===== src/hdl/mbr_pkg.sv =====
// Shared types, register indexes and defaults for the bitmap rotate raster block.
package mbr_pkg;

  localparam int DEF_MAX_WIDTH_PX  = 4096;
  localparam int DEF_MAX_HEIGHT_PX = 4096;

  localparam int CFG_DATA_W  = 13;
  localparam int CFG_INDEX_W = 2;

  localparam logic [CFG_INDEX_W-1:0] REG_WIDTH_PX       = 2'd0;
  localparam logic [CFG_INDEX_W-1:0] REG_HEIGHT_PX      = 2'd1;
  localparam logic [CFG_INDEX_W-1:0] REG_LANDSCAPE_MODE = 2'd2;

  localparam logic [CFG_DATA_W-1:0] RST_WIDTH_PX  = 13'd1200;
  localparam logic [CFG_DATA_W-1:0] RST_HEIGHT_PX = 13'd1575;

  localparam logic REQ_LOAD = 1'b0;
  localparam logic REQ_READ = 1'b1;

  localparam logic [3:0] STEPS_LANDSCAPE = 4'd8;
  localparam logic [3:0] STEPS_PORTRAIT  = 4'd1;

  typedef struct packed {
    logic       req_type;
    logic [7:0] pixel_byte;
  } in_item_t;

  typedef struct packed {
    logic [7:0] raster_byte;
    logic       end_of_line;
    logic       end_of_image;
  } out_item_t;

  typedef enum logic [2:0] {
    S_IDLE,
    S_LOAD,
    S_START,
    S_READ,
    S_DONE
  } state_t;

  typedef enum logic [1:0] {
    AGU_HOLD,
    AGU_LOAD,
    AGU_ADD
  } agu_op_t;

endpackage


===== src/hdl/mbr_agu.sv =====
// Shared address accumulator: load pointer, portrait read pointer and row stepper.
module mbr_agu #(
  parameter int XW = 4
) (
  input  logic            clk,
  input  logic            rst,
  input  mbr_pkg::agu_op_t op,
  input  logic [XW-1:0]   load_value,
  input  logic [XW-1:0]   inc,
  output logic [XW-1:0]   addr
);

  logic [XW-1:0] addr_next;

  always_comb begin
    case (op)
      mbr_pkg::AGU_LOAD: addr_next = load_value;
      mbr_pkg::AGU_ADD:  addr_next = addr + inc;
      default:           addr_next = addr;
    endcase
  end

  always_ff @(posedge clk) begin
    if (rst) begin
      addr <= '0;
    end else begin
      addr <= addr_next;
    end
  end

endmodule


===== config.mk =====
export PLATFORM = sky130hd
export DESIGN_NAME = mbr_agu
export DESIGN_NICKNAME = d
export VERILOG_FILES = /design/src/hdl/mbr_pkg.sv /design/src/hdl/mbr_agu.sv
export SDC_FILE = /design/constraint.sdc
export NUM_CORES = 1
export LEC_CHECK = 0
export ABC_CLOCK_PERIOD_IN_PS = 1850
export BUFFER_PORTS_ARGS = -buffer_cell sky130_fd_sc_hd__buf_2
export CAP_MARGIN = 40
export CORE_AREA = 2 2 39 41
export CTS_BUF_LIST = sky130_fd_sc_hd__clkbuf_2
export DETAILED_ROUTE_END_ITERATION = 10
export DIE_AREA = 0 0 41 43
export GPL_ROUTABILITY_DRIVEN = 0
export PLACE_DENSITY = 0.53
export SYNTH_ARGS = -nofsm -noshare
export SYNTH_HDL_FRONTEND = slang
export SYNTH_SLANG_ARGS = --single-unit

===== constraint.sdc =====
create_clock -name clk -period 1.85 [get_ports clk]
set_input_delay 0.0925 -clock clk [delete_from_list [all_inputs] [get_ports clk]]
set_output_delay 0.0925 -clock clk [all_outputs]
set_load 0.05 [all_outputs]

## Word level (Yosys, flattened, before mapping)

Index checks and enable logic that the tools add are counted.

- Register bits: 4
- Input port bits: 12
- Logic and storage cells: 6

- Add/subtract/negate cells: 1
- Equality and inequality tests: 2
- Mux-type cells: 1
- Reductions and logical operators: 1

Operators by type and width:

| kind | count |
|---|---|
| $pmux 4 s2 | 1 |
| $add 4x4->4 | 1 |
| $eq 2x1->1 const B | 1 |
| $eq 2x2->1 const B | 1 |
| $reduce_bool 2->1 | 1 |

## Longest topological paths before layout

- Word-level depth: 2
- Mapped depth: 7
- Mapped depth without buffers: 7

## Least setup slack after synthesis

OpenSTA, ideal clock, no wires.

- Path type: register -> register
- From: register addr[0]
- To: register addr[2]
- Setup time: 0.116 ns
- Arrival: 1.827 ns
- Data required time: 1.734 ns
- Setup slack: -0.093 ns
- Stages on the path, launching flop included: 8
- Buffers on the path: 0
- Period minus slack after synthesis: 1.943 ns
- Cells stage by stage: dfxtp_1 > ha_1 > inv_1 > fa_1 > xnor2_1 > mux2_2 > mux2i_1 > nor2_1

- Word-level cells in the longest chain between the ends: 2

Ends and longest elaborated chain:

| item | RTL line | RTL |
|---|---|---|
| from (decl) | mbr_agu.sv:10 | `output logic [XW-1:0] addr` |
| from (signal assigned) | mbr_agu.sv:27 | `addr <= addr_next;` |
| $add 4x4->4 | mbr_agu.sv:18 | `mbr_pkg::AGU_ADD: addr_next = addr + inc;` |
| $pmux 4 s2 | mbr_agu.sv:16 | `case (op)` |

No other way between the ends.
A chain may end at the register's enable or synchronous reset.

## Worst setup path in the final report

Ends and elaborated chain as after synthesis.

==> impl_metrics.tcl <==
set metrics [dict create \
    status "finished clean" \
    fin_nets 78 \
    crit_fanout 3 \
    drive_gt1_share_pct 35.6 \
    synth_top_cell_area_share_pct 20.8 \
    max-cap-violations 0 \
    hp-class "primary input to flip-flop" \
    num_vias 374 \
    overflow 0 \
    period_share_pct 86.5 \
    maxSlewViolCount 0 \
    slowest_stage "fa_1" \
    hold_end "addr[0]" \
    crit_start "addr[0]" \
    numPortBuffers 15 \
    fillers 166 \
    netlist_area_um2 385 \
    post_cts_buffers 0 \
    grt_pass1_vias 334 \
    wirelength_um 852 \
    hold_start "rst" \
    r2r-end "addr[2]" \
    p_seq_share_pct 33.8 \
    area.growth.synth_to_final_pct 24.0 \
    synthMuxAreaShare_pct 10.7 \
    ctsResizeCount 0 \
    critPathMaxStageDelay_ns 0.37 \
    dp_hpwl_um 663 \
    synth_cells 43 \
    synth_compound_area_share_pct 15.9 \
    switching_share_pct 37.9 \
    fin_crit_ns 1.60 \
    viasPerCell 4.99 \
    synth_area_per_cell_um2 8.96 \
    intPower_uw 190 \
    holdPathStages 2 \
    yosysSeqAreaShare_pct 20.8 \
    crit_chain "ha_1, inv_1, fa_1, xnor2_1, mux2_2, mux2i_1, nor2_1" \
    drtAntennaViolNets 0 \
    synth_adder_area_share_pct 18.2 \
    finalClockSkew_ns 0.000399 \
    p_total_uw 305 \
    setup_viol 0 \
    synth_xor_area_share_pct 2.27 \
    critPathKind "flip-flop to flip-flop" \
    final.setup.tns_ns 0 \
    pwr-share-clk_pct 25.0 \
    synth-seq-cells 4 \
    max_freq_ghz 0.625 \
    power.leakage_nw 0.230 \
    clock-sinks 4 \
    yosys_warnings 0 \
    drt-pass1-iter-count 4 \
    reg2reg_slack_ns 0.25 \
    htreeDepth 1 \
    regMostFlops "addr" \
    num_rows 14 \
    crit_family "adder cells" \
    antennaDiodeCount 0 \
    timing.rr.start "addr[0]" \
    hold_viol_final 0 \
    cts_root_buf "clkbuf_2" \
    clk_pin_slew_ns 0.04 \
    ioPinCount 16 \
    r2r_cells 7 \
    largest_reg_flops 4 \
    grt_pass1_wl_um 1300 \
    synth_top_cell_by_area "dfxtp_1" \
    initial_core_util_pct 27.8 \
    wl_per_cell_um 11.4 \
    ctsLongestPathBuffers 2 \
    insertion_delay_ns 0.20 \
    power_switching_uw 116 \
    numCtsBuffers 3 \
    drt-initial-drc-count 5 \
    crit_buf_inv 1 \
    mostFrequentLayoutCells "buf_2 (15), nor2_1 (6), inv_1 (5), a21oi_1 (4), ha_1 (4)" \
    grt_max_degree 13 \
    startpoint_type "flip-flop" \
    critPathRequiredTime_ns 1.94 \
    layout_commonest_cell "buf_2" \
    die_h_um 43 \
    synth_fp_nets 60 \
    end_kind "flip-flop" \
    p_per_area_nw_per_um2 639 \
    dieArea_um2 1760 \
    peakVddDrop_uv 283 \
    die_width_um 41 \
    antenna_found_initial 0 \
    core_um2 1380 \
    synth_top_family_by_area "simple AND/OR/NAND/NOR gates" \
    grt_use_total_pct 10.8 \
    hold_buffers 0 \
    pwr-share-comb_pct 41.1 \
    cts_tree "built" \
    synth_cell_types 20 \
    route.detailed.drc 0 \
    ys_top_cells_by_area "dfxtp_1 (21%), ha_1 (13%), mux2i_1 (7.8%), nor4b_1 (6.8%), nor2_1 (5.8%)" \
    worst_pin_slew_ns 0.395 \
    synthSimpleGateAreaFrac_pct 22.4 \
    relSlewSlack_pct 73.7 \
    critPathArrivalTime_ns 1.69 \
    reg_top3 "addr (4)" \
    rsz0062_at_grt "false" \
]
power by group through the flow:
stage          logic, mW  registers, mW  clock network [mW]
3_3_place_gp       0.124          0.104                   0
6_report           0.126          0.103              0.0765
4_1_cts            0.127          0.103              0.0846
5_1_grt            0.137          0.105              0.0884
2_1_floorplan     0.0667          0.132                   0
3_5_place_dp       0.126          0.105                   0
synth_stat cells, drive strengths merged:
| cell type | number |
|---|---|
| xnor2 | 1 |
| fa | 1 |
| buf | 2 |
| ha | 4 |
| o31ai | 1 |
| a221oi | 1 |
| dfxtp | 4 |
| and4bb | 1 |
| a21oi | 4 |
| a311o | 1 |
| a21o | 1 |
| mux2 | 1 |
| nor2 | 6 |
| nor4bb | 2 |
| nor4b | 3 |
| mux2i | 3 |
| nand3 | 1 |
| inv | 5 |
| a211oi | 1 |
logic make-up after synthesis:
group | count (synthesis)
multiplexers | 4
AO/OA/AOI/OAI | 9
AND/OR/NAND/NOR | 13
adder cells (fa/ha/maj) | 5
flip-flops | 4
XOR/XNOR | 1
buffers and inverters | 7
per-stage QoR:
| stage | utilization (%) | hold slack [ns] | setup WS [ns] | cell area, µm² | std cells |
|---|---|---|---|---|---|
| floorplan | - | 0.157 | 0.0246 | 387 | 43 |
| global placement | 33.5 | 0.304 | 0.261 | 463 | 72 |
| detailed placement | 33.5 | 0.304 | 0.256 | 463 | 72 |
| CTS | 34.5 | 0.0777 | 0.246 | 478 | 75 |
| global route | 34.5 | 0.0819 | 0.178 | 478 | 75 |
| finish | 34.5 | 0.0911 | 0.249 | 478 | 75 |
worst max-delay path by stage:
stage	end	slack, ns	depth (start not counted)
2_1_floorplan	addr[2]	0.02	6
3_3_place_gp	addr[2]	0.26	7
3_5_place_dp	addr[2]	0.26	7
4_1_cts	addr[2]	0.25	7
5_1_grt	addr[2]	0.18	7
6_report	addr[2]	0.25	7
per-layer routing:
metal / global-route usage (%) / vias to the layer above / share of wire (%)
met2: 15.3 / 13 / 45
met1: 14.1 / 168 / 48
met3: 3.14 / 0 / 6.9
met5: 0 / - / 0
li1: - / 193 / -
met4: 6.00 / 0 / 0
final cells by class:
cell class,instances,area (µm²),share of cell area [%]
Multi-Input combinational cell,32,268,56.0
Sequential cell,4,81.3,17.0
Timing Repair Buffer,15,75.1,15.7
Tap cell,16,20.0,4.19
Inverter,5,18.8,3.93
Clock buffer,3,15.0,3.14
Power figures use the tool's default switching activity.
