**config.mk**
```make
export PLATFORM = sky130hd
export DESIGN_NAME = mbr_store
export DESIGN_NICKNAME = d
export VERILOG_FILES = /design/src/hdl/mbr_store.sv
export SDC_FILE = /design/constraint.sdc
export NUM_CORES = 1
export LEC_CHECK = 0
export BUFFER_PORTS_ARGS = -buffer_cell sky130_fd_sc_hd__buf_4
export CORE_ASPECT_RATIO = 0.9
export CORE_MARGIN = 10
export CORE_UTILIZATION = 63
export DETAILED_ROUTE_END_ITERATION = 8
export HOLD_SLACK_MARGIN = 0.02
export PLACE_DENSITY = 0.83
export REMOVE_ABC_BUFFERS = 1
export SYNTH_ARGS = -nofsm -noshare
export SYNTH_HDL_FRONTEND = slang
export SYNTH_SLANG_ARGS = --single-unit
export TNS_END_PERCENT = 50
```
**constraint.sdc**
```tcl
create_clock -name clk -period 4.75 [get_ports clk]
set_input_delay 0.95 -clock clk [delete_from_list [all_inputs] [get_ports clk]]
set_output_delay 0.95 -clock clk [all_outputs]
set_load 0.02 [all_outputs]
```
**src/hdl/mbr_store.sv**
```systemverilog
// Single-port page memory with registered read data.
module mbr_store #(
  parameter int DEPTH = 8,
  parameter int AW    = 3
) (
  input  logic          clk,
  input  logic          en,
  input  logic          we,
  input  logic [AW-1:0] addr,
  input  logic [7:0]    wdata,
  output logic [7:0]    rdata
);

  logic [7:0] mem [DEPTH];

  always_ff @(posedge clk) begin
    if (en) begin
      if (we) begin
        mem[addr] <= wdata;
      end else begin
        rdata <= mem[addr];
      end
    end
  end

endmodule

```
# Word level (Yosys, flattened, before mapping)
# Memory sizes are Yosys's and may differ from the RTL's. A register that Yosys moved wholly into a read port is not among the register bits.
# Index checks and enable logic that the tools add are counted.
dict set report totals {
  mem_bits_rw 64
  output_inout_bits 8
  mem_count 1
  wordCells 6
  register_bits 0
  inputBits 14
}
# memory depth word_bits rd rd_clocked_by_memory_dff write_ports line_no
set mem_list {}
lappend mem_list {mem 8 8 1 1 1 14} ;# logic [7:0] mem [DEPTH];
dict set report classes {
  mux 3
  reduce_logical 1
  n_bitwise 1
}
# cell n
set ops {}
lappend ops {{$mux 1} 3}
lappend ops {{$reduce_and 2->1} 1}
lappend ops {{$not 1->1} 1}

# Depth between registers and ports, before layout
# Gate-level depths: netlist of the first run.
dict set report logic_depth {
  ltp_word 3
  depth_mapped 6
  mapped_depth_nobuf 4
}

# Worst setup path before layout of the first run
# OpenSTA, ideal clock, no wires.
dict set report synth_timing {
  kind {input port to flip-flop}
  from {input addr[1]}
  to {memory mem[0][0], enable pin}
  arrival_ns 2.010
  path_stages 3
  required_time_ns 4.367
  path_slack_ns 2.357
  setup_time_ns 0.383
  n_path_buf 2
  cell_sequence {clkbuf_1 > clkbuf_1 > nor3_1}
}
# item line_no
set synth_rtl {}
lappend synth_rtl {{start: declaration} 9} ;# input logic [AW-1:0] addr,
lappend synth_rtl {{end: declaration} 14}
# No word-level cell before the write port.

# Final worst setup path of the first run
dict set report layout_timing {
  from {input addr[2]}
  to {memory mem[4][5], enable pin}
}
# No word-level cell before the write port.

==> results.yml, run 1 <==
outcome:
  status: "completed"
critical_path:
  critPathRequiredTime_ns: 4.69
  worstSetupStartpointType: "primary input"
  endpoint_kind: "flip-flop"
  worstSetupPathType: "primary input to flip-flop"
  path_max_fanout: 20
  worstPathArrival_ns: 2.37
cts:
  postCtsHoldBufs: 0
  cts.sinks: 72
  clk_latency_ns: 0.33
  clk_pin_slew_ns: 0.07
  root_buffer: "clkbuf_8"
  cts_resized: 0
  numCtsBuffers: 9
  cts_max_path_buffers: 2
  cts_setup_buffers: 0
  htreeDepth: 3
  cts_tree: "built"
global_route:
  track_usage_pct: 12.35
  grt-ovfl-total: 0
  grt_pass1_wl_mm: 7.038
  grt_pass1_vias: 1303
  antenna_found_initial: 0
  grt_max_degree: 24
yosys:
  synth_top_area_share_pct: 77.59
  synth_area_leader_cell: "edfxtp_1"
  synth_area_leaders: "edfxtp_1 78%, mux4_1 9.4%, mux4_2 3.2%"
  synth_cell_types: 19
  avgSynthCellArea_sq_um: 22.47
  ys_seq_area_share_pct: 77.59
  yosysWarnings: 0
  syn-instance-count: 124
  syn_area_sq_mm: 0.002786
  ys_seq_elements: 72
routing:
  drtIter0Drc: 108
  first_pass_iters: 4
  totalWireLength_mm: 4.522
  post_drt_wl_per_cell_um: 21.13
  ant_nets: 0
  drc: 0
  vias: 1266
  vias_per_cell: 5.916
power:
  p_comb_share_pct: 5.5
  power.switching_mw: 0.2326
  powerDensity_mw_per_mm2: 371.5
  peakVddDrop_uv: 338.8
  p_int_mw: 0.9267
  pwr-share-clk_pct: 32.5
  p_sw_share_pct: 20.07
  seq_power_share_pct: 62.0
  p_leak_nw: 1.048
timing:
  clock_skew_ns: 0.008483
  period_minus_slack_ns: 2.430
  tightest_slew_ns: 1.223
  timing.final.hold_violations: 0
  finalSetupViolCount: 0
  fin_setup_tns_ns: 0
  rsz0062_at_grt: "false"
  maxSlewViolCount: 0
  post-route-period-util_pct: 51.15
  max_freq_mhz: 411.6
  relSlewSlack_pct: 17.85
cells_and_area:
  final_cell_mix: "72 x edfxtp_1, 21 x buf_4, 10 x mux4_1, 9 x clkbuf_8"
  layout.nets: 163
  area_growth_pct: 11.99
  diodes: 0
  fill_cells: 239
  drive_gt1_share_pct: 28.57
  final_common_cell: "edfxtp_1"
  final_area_sq_mm: 0.003120
floorplan:
  die_y_um: 83.09
  die_w_um: 90.10
  coreArea_sq_mm: 0.004184
  io_pins: 22
  rows: 22
  initial_core_util_pct: 66.60
  die-area_sq_mm: 0.007486
placed_design:
  portBuffers: 21
  place_area_sq_mm: 0.002967
  gp_congestion: 0.7698
  dp_hpwl_mm: 2.877
min_path:
  hold_path_class: "flip-flop to flip-flop"
job:
  max_cap_violations: 0
==> sequential cells by signal, indices dropped and copies added, names as in the netlist <==
name   flops
rdata      8
mem       64
==> cell families (layout without fill, tap and decap cells) <==
| kind of cell | after synthesis | after routing | synth area share [%] |
|---|---|---|---|
| DFF | 72 | 72 | 77.59 |
| muxes | 24 | 24 | 16.70 |
| and+or+nand+nor | 18 | 18 | 3.143 |
| buffers and inverters | 7 | 37 | 1.886 |
| AOI/OAI and AO/OA | 3 | 3 | 0.6736 |
==> final cells by class <==
cell class	instances	area, sq um	share of cell area [%]
clock buffers	10	127.6	4.090
clock inverters	6	26.28	0.8420
multi-input cells	45	571.8	18.32
flip-flops and latches	72	2162	69.29
well taps	60	75.07	2.406
repair buffers	21	157.7	5.052
==> power by group through the flow <==
| stage | Combinational (mW) | Sequential [mW] | Clock [mW] |
|---|---|---|---|
| after floorplan | 0.0278 | 0.734 | 0 |
| after global placement | 0.0621 | 0.731 | 0 |
| after detailed placement | 0.0646 | 0.732 | 0 |
| after CTS | 0.0647 | 0.718 | 0.387 |
| after global routing | 0.0694 | 0.719 | 0.413 |
| final | 0.0641 | 0.718 | 0.377 |
==> metrics by stage <==
stage	instances	util, %	power (mW)	setup slack, ns	hold WS [ns]
floorplan	117	-	0.7621	2.609	0.6415
global placement	198	70.90	0.7936	2.108	0.6717
detailed placement	198	70.90	0.7966	1.955	0.6763
CTS	214	74.58	1.170	2.318	0.6925
global route	214	74.58	1.201	2.251	0.7558
finish	214	74.58	1.159	2.320	0.6922
==> cell usage after synthesis <==
cell,count
buf_12,1
buf_2,2
buf_6,1
clkbuf_1,3
edfxtp_1,72
mux2_2,6
mux2_4,1
mux2i_1,3
mux4_1,10
mux4_2,4
nand2_1,3
nand2b_1,2
nand3_1,2
nand3b_1,2
nor2_1,6
nor2b_1,1
nor3_1,2
o21ai_0,2
o311ai_0,1
==> worst max-delay path, stage by stage <==
cell     delay (ns)
buf_4          0.26
nand3_1        0.19
nor3_1         0.96
==> path summary, 6_finish.rpt <==
check                      startpoint             endpoint  depth (start not counted)  slack [ns]
setup / recovery              addr[2]  mem[4][5]$_DFFE_PP_                          3        2.32
hold / removal    mem[3][3]$_DFFE_PP_   rdata[3]$_DFFE_PP_                          4        0.69
hold reg to reg   mem[3][3]$_DFFE_PP_   rdata[3]$_DFFE_PP_                          4        0.69
setup reg to reg  mem[0][0]$_DFFE_PP_   rdata[0]$_DFFE_PP_                          2        3.33
==> per-layer routing <==
layer / global-route usage, % / up-vias / wire (um)
li1: - / 569 / -
met2: 20.93 / 51 / 2386
met4: 4.454 / 0 / 17
met3: 5.665 / 2 / 300
met1: 13.31 / 644 / 1817
met5: 0 / - / 0
Note: power is estimated with default switching activity, not from simulation.
==> run 2, diff against run 1 <==
--- a/config.mk
+++ b/config.mk
@@ -8,10 +8,10 @@
 export BUFFER_PORTS_ARGS = -buffer_cell sky130_fd_sc_hd__buf_4
 export CORE_ASPECT_RATIO = 0.9
 export CORE_MARGIN = 10
-export CORE_UTILIZATION = 63
+export CORE_UTILIZATION = 58
 export DETAILED_ROUTE_END_ITERATION = 8
 export HOLD_SLACK_MARGIN = 0.02
-export PLACE_DENSITY = 0.83
+export PLACE_DENSITY = 0.77
 export REMOVE_ABC_BUFFERS = 1
 export SYNTH_ARGS = -nofsm -noshare
 export SYNTH_HDL_FRONTEND = slang
==> constraint.sdc (replaced) <==
create_clock -name clk -period 2.3 [get_ports clk]
set_input_delay 0.46 -clock clk [delete_from_list [all_inputs] [get_ports clk]]
set_output_delay 0.46 -clock clk [all_outputs]
set_load 0.02 [all_outputs]
==> results.yml, run 2 (synthesized netlist as in run 1, its figures left out) <==
critical_path:
  worstPathArrival_ns: 1.63
  worstSetupStartpointType: "primary input"
  max_stage_delay_ns: 0.60
  worst_path_max_delay_cell: "mux4_1"
  rr_worst_depth: 2
  critPathRequiredTime_ns: 2.39
  cp.depth: 3
  worstSetupPathType: "primary input to flip-flop"
  crit_family: "multiplexers"
  cp_num_buf_inv: 1
  path_max_fanout: 23
  endpoint_kind: "flip-flop"
  crit_chain: "buf_4 > mux4_1 > mux2_2"
cells_and_area:
  utilization_pct: 71.24
  drive_gt1_share_pct: 34.32
  finalNonFillerCells: 231
  diodes: 0
  final_common_cell: "edfxtp_1"
  fill_cells: 293
  final_cell_mix: "72 x edfxtp_1, 38 x buf_4, 10 x mux4_1, 9 x clkbuf_8"
  area_growth_pct: 16.26
  regMostFlops: "mem"
  reg_top3: "mem: 64 flops, rdata: 8 flops"
  largest_register_ffs: 64
  layout.nets: 180
  seqCellArea_sq_mm: 0.002162
  multi_input_area_sq_um: 571.8
power:
  p_leak_nw: 1.129
  peakVddDrop_uv: 534.3
  powerDensity_mw_per_mm2: 739.5
placed_design:
  place_inst: 217
  portBuffers: 21
  dp_hpwl_mm: 3.074
  gp_congestion: 0.7552
floorplan:
  die_y_um: 85.76
  coreArea_sq_mm: 0.004547
  rows: 23
  die-area_sq_mm: 0.007980
  initial_core_util_pct: 61.28
  io_pins: 22
  die_w_um: 93.06
cts:
  cts_max_path_buffers: 2
  clk_pin_slew_ns: 0.07
  postCtsHoldBufs: 0
  cts_resized: 0
  root_buffer: "clkbuf_8"
  htreeDepth: 3
  clk_latency_ns: 0.33
  numCtsBuffers: 9
  cts_tree: "built"
  cts.sinks: 72
  cts_setup_buffers: 0
global_route:
  grt_pass1_vias: 1313
  grt-ovfl-total: 0
  grt_pass1_wl_mm: 6.996
  track_usage_pct: 12.11
  antenna_found_initial: 0
  grt_max_degree: 24
routing:
  vias: 1285
  totalWireLength_mm: 4.524
  first_pass_iters: 4
  drtIter0Drc: 98
  post_drt_wl_per_cell_um: 19.58
  vias_per_cell: 5.563
  drc: 0
  ant_nets: 0
timing:
  clock_skew_ns: 0.005939
  rsz0062_at_grt: "false"
  timing.final.hold_violations: 0
  post-route-period-util_pct: 67.18
  period_minus_slack_ns: 1.545
  relSlewSlack_pct: 78.10
  finalSetupViolCount: 0
  maxSlewViolCount: 0
  fin_setup_tns_ns: 0
  max_freq_mhz: 647.2
  tightest_slew_ns: 0.3260
min_path:
  hold_path_class: "primary input to flip-flop"
  whs_path_depth: 1
outcome:
  status: "completed"
job:
  max_cap_violations: 0
## run 2: cell types whose count changed in the layout (fill, tap and decap cells not counted), sizes merged
cell	delta
clkinv	-3
buf	+17
clkbuf	+1
## run 2: metrics by stage
stage | instance area, sq um | hold slack, ns | power, mW | setup WS, ns
2_1_floorplan | 2734 | 0.5589 | 1.574 | 0.6491
3_3_place_gp | 3097 | 0.6870 | 1.644 | 0.4238
3_5_place_dp | 3097 | 0.6960 | 1.651 | 0.3947
4_1_cts | 3239 | 0.3481 | 2.410 | 0.7549
5_1_grt | 3239 | 0.3466 | 2.487 | 0.7274
6_report | 3239 | 0.3563 | 2.396 | 0.7549
## run 2: cell type report
| cell class | count | area share, % |
|---|---|---|
| clock buffer | 11 | 4.056 |
| clock inverter | 3 | 0.3476 |
| multi-input combinational | 45 | 17.65 |
| sequential | 72 | 66.74 |
| tap | 62 | 2.395 |
| timing repair buffer | 38 | 8.806 |
## run 2: worst reg2reg max path, stage by stage, from the launching register on
cell and delay (ns):
edfxtp_1 0.37, mux4_1 0.51, mux2_4 0.26
## run 2: worst paths after layout
kind,start,end,slack (ns)
min reg2reg,mem[3][3]$_DFFE_PP_,rdata[3]$_DFFE_PP_,0.74
min,wdata[0],mem[3][0]$_DFFE_PP_,0.36
max,addr[0],rdata[7]$_DFFE_PP_,0.75
max reg2reg,mem[3][1]$_DFFE_PP_,rdata[1]$_DFFE_PP_,0.91
## run 2: report_power, final
part           switching, mW  internal [mW]
sequential           0.00595           1.48
clock                  0.406          0.369
combinational         0.0689         0.0695
total                  0.481           1.91
## run 2: layer usage
metal | track usage (%) | share of wire [%]
met1 | 14.11 | 42
met2 | 19.16 | 52
met4 | 5.322 | 1.3
met3 | 5.226 | 5.2
met5 | 0 | 0
==> run 3, diff against run 2 <==
--- a/config.mk
+++ b/config.mk
@@ -5,13 +5,14 @@
 export SDC_FILE = /design/constraint.sdc
 export NUM_CORES = 1
 export LEC_CHECK = 0
+export ABC_AREA = 1
 export BUFFER_PORTS_ARGS = -buffer_cell sky130_fd_sc_hd__buf_4
 export CORE_ASPECT_RATIO = 0.9
 export CORE_MARGIN = 10
-export CORE_UTILIZATION = 58
+export CORE_UTILIZATION = 53
 export DETAILED_ROUTE_END_ITERATION = 8
 export HOLD_SLACK_MARGIN = 0.02
-export PLACE_DENSITY = 0.77
+export PLACE_DENSITY = 0.74
 export REMOVE_ABC_BUFFERS = 1
 export SYNTH_ARGS = -nofsm -noshare
 export SYNTH_HDL_FRONTEND = slang
==> constraint.sdc (replaced) <==
create_clock -name clk -period 1.34 [get_ports clk]
set_input_delay 0.268 -clock clk [delete_from_list [all_inputs] [get_ports clk]]
set_output_delay 0.268 -clock clk [all_outputs]
set_load 0.02 [all_outputs]
==> results.yml, run 3 <==
routing:
  totalWireLength_mm: 5.930
  vias_per_cell: 5.023
  vias: 1979
  post_drt_wl_per_cell_um: 15.05
  drc: 0
  ant_nets: 0
  first_pass_iters: 6
  drtIter0Drc: 114
cts:
  clk_pin_slew_ns: 0.08
  root_buffer: "clkbuf_8"
  postCtsHoldBufs: 0
  cts.sinks: 72
  cts_resized: 0
  cts_setup_buffers: 0
  htreeDepth: 3
  clk_latency_ns: 0.34
  cts_max_path_buffers: 2
  numCtsBuffers: 9
  cts_tree: "built"
cells_and_area:
  largest_register_ffs: 64
  layout.nets: 333
  reg_top3: "mem: 64 flops, rdata: 8 flops"
  finalNonFillerCells: 394
  final_cell_mix: "159 x nand2_1, 72 x edfxtp_1, 51 x buf_4, 10 x nand2_2, 9 x clkbuf_8"
  regMostFlops: "mem"
  final_common_cell: "nand2_1"
  diodes: 0
  final_area_sq_mm: 0.003674
  drive_gt1_share_pct: 27.16
  area_growth_pct: 20.92
min_path:
  holdPathEnd: "mem[3][0]$_DFFE_PP_"
  whs_path_depth: 1
  hold_path_class: "primary input to flip-flop"
  hold_path_startpoint: "wdata[0]"
critical_path:
  crit_family: "flip-flops"
  path_max_fanout: 1
  critPathRequiredTime_ns: 1.07
  rrSetupSlack_ns: 0.31
  regToRegStartpoint: "mem[3][5]$_DFFE_PP_"
  max_stage_delay_ns: 0.39
  worst_path_max_delay_cell: "edfxtp_1"
  endpoint_kind: "output port"
  worstPathArrival_ns: 0.90
  worstSetupPathType: "flip-flop to output port"
  r2r-end: "rdata[5]$_DFFE_PP_"
  worstSetupStartpointType: "flip-flop"
  rr_worst_depth: 6
  crit_chain: "buf_4"
  cp_num_buf_inv: 1
floorplan:
  rows: 26
  die-area_sq_mm: 0.009165
  die_y_um: 91.83
  die_w_um: 99.81
  coreArea_sq_mm: 0.005628
  io_pins: 22
  initial_core_util_pct: 53.98
global_route:
  busiest_layer: "met2"
  antenna_found_initial: 0
  grt_pass1_wl_mm: 9.701
  grt_pass1_vias: 1994
  grtUsageMet2_pct: 21.23
  use_met3_pct: 4.426
  grt-ovfl-total: 0
  grt_max_degree: 21
  track_usage_pct: 13.91
  grt_use_met1_pct: 17.43
timing:
  finalSetupViolCount: 0
  timing.final.hold_violations: 0
  maxSlewViolCount: 0
  holdWs_ns: 0.1594
  tightest_slew_ns: 0.3849
  relSlewSlack_pct: 74.13
  period_minus_slack_ns: 1.171
  post-route-period-util_pct: 87.42
  clock_skew_ns: 0.006641
  rsz0062_at_grt: "false"
  max_freq_mhz: 853.7
  fin_ws_ns: 0.1686
yosys:
  syn_area_sq_mm: 0.003038
  yosysMostFrequentCell: "nand2_1"
  syn-instance-count: 267
  ys_seq_area_share_pct: 71.17
  ys.flop_type: "edfxtp_1"
  ys_seq_elements: 72
  avgSynthCellArea_sq_um: 11.38
  ys_async_sr_fraction_pct: 0
  yosysWarnings: 0
  synth-edff-count: 72
  synth_cell_types: 14
  synth_area_leaders: "edfxtp_1 71%, nand2_1 20%, nand2_2 2.1%"
  synth_common_cells: "159 x nand2_1, 72 x edfxtp_1, 10 x nand2_2, 6 x nor4_1"
  synth_top_area_share_pct: 71.17
  synth_area_leader_cell: "edfxtp_1"
placed_design:
  gp_congestion: 0.8446
  dp_hpwl_mm: 4.255
  preCtsSetupSlack_ns: -0.1141
  place_inst: 378
  place_area_sq_mm: 0.003478
  portBuffers: 21
power:
  p_leak_nw: 1.561
  finalPower_mw: 4.576
  peakVddDrop_uv: 704.2
  powerDensity_mw_per_mm2: 1246
outcome:
  status: "completed"
job:
  max_cap_violations: 0
==> run 3: how the worst max path moves through the flow <==
| stage | depth (start not counted) | from | to | slack (ns) |
|---|---|---|---|---|
| global route | 1 | rdata[5]$_DFFE_PP_ | rdata[5] | 0.12 |
| CTS | 1 | rdata[5]$_DFFE_PP_ | rdata[5] | 0.15 |
| finish | 1 | rdata[5]$_DFFE_PP_ | rdata[5] | 0.17 |
| floorplan | 2 | addr[1] | mem[3][0]$_DFFE_PP_ | -0.47 |
| detailed placement | 4 | addr[2] | mem[6][4]$_DFFE_PP_ | -0.11 |
| global placement | 4 | addr[2] | mem[6][4]$_DFFE_PP_ | -0.11 |
==> run 3: where the power goes <==
group          switching, mW  internal (mW)
Sequential            0.0127           2.53
Combinational          0.225          0.145
Clock                  0.804          0.858
==> run 3: logic make-up after synthesis <==
| family | share of synthesized area, % |
|---|---|
| DFF | 71.17 |
| and+or+nand+nor | 23.89 |
| buffers and inverters | 4.942 |
==> run 3: cell type report <==
type                            instances  area (sq um)
Tap cell                               70         87.58
Multi-Input combinational cell        178         763.2
Inverter                                4         22.52
Clock buffer                            9         123.9
Timing Repair Buffer                   54         442.9
Sequential cell                        72          2162
Fill cell                             423          1954
Clock inverter                          7         71.32
==> run 3: per-layer routing <==
metal | vias up | wire length (um)
met5 | - | 0
met4 | 0 | 116
met3 | 9 | 437
met2 | 53 | 2884
met1 | 933 | 2492
li1 | 984 | -
==> run 3: stage by stage <==
stage | TNS [ns] | util, %
floorplan | -20.44 | -
global placement | -1.945 | 61.81
detailed placement | -2.331 | 61.81
CTS | 0 | 65.27
global route | 0 | 65.27
finish | 0 | 65.27
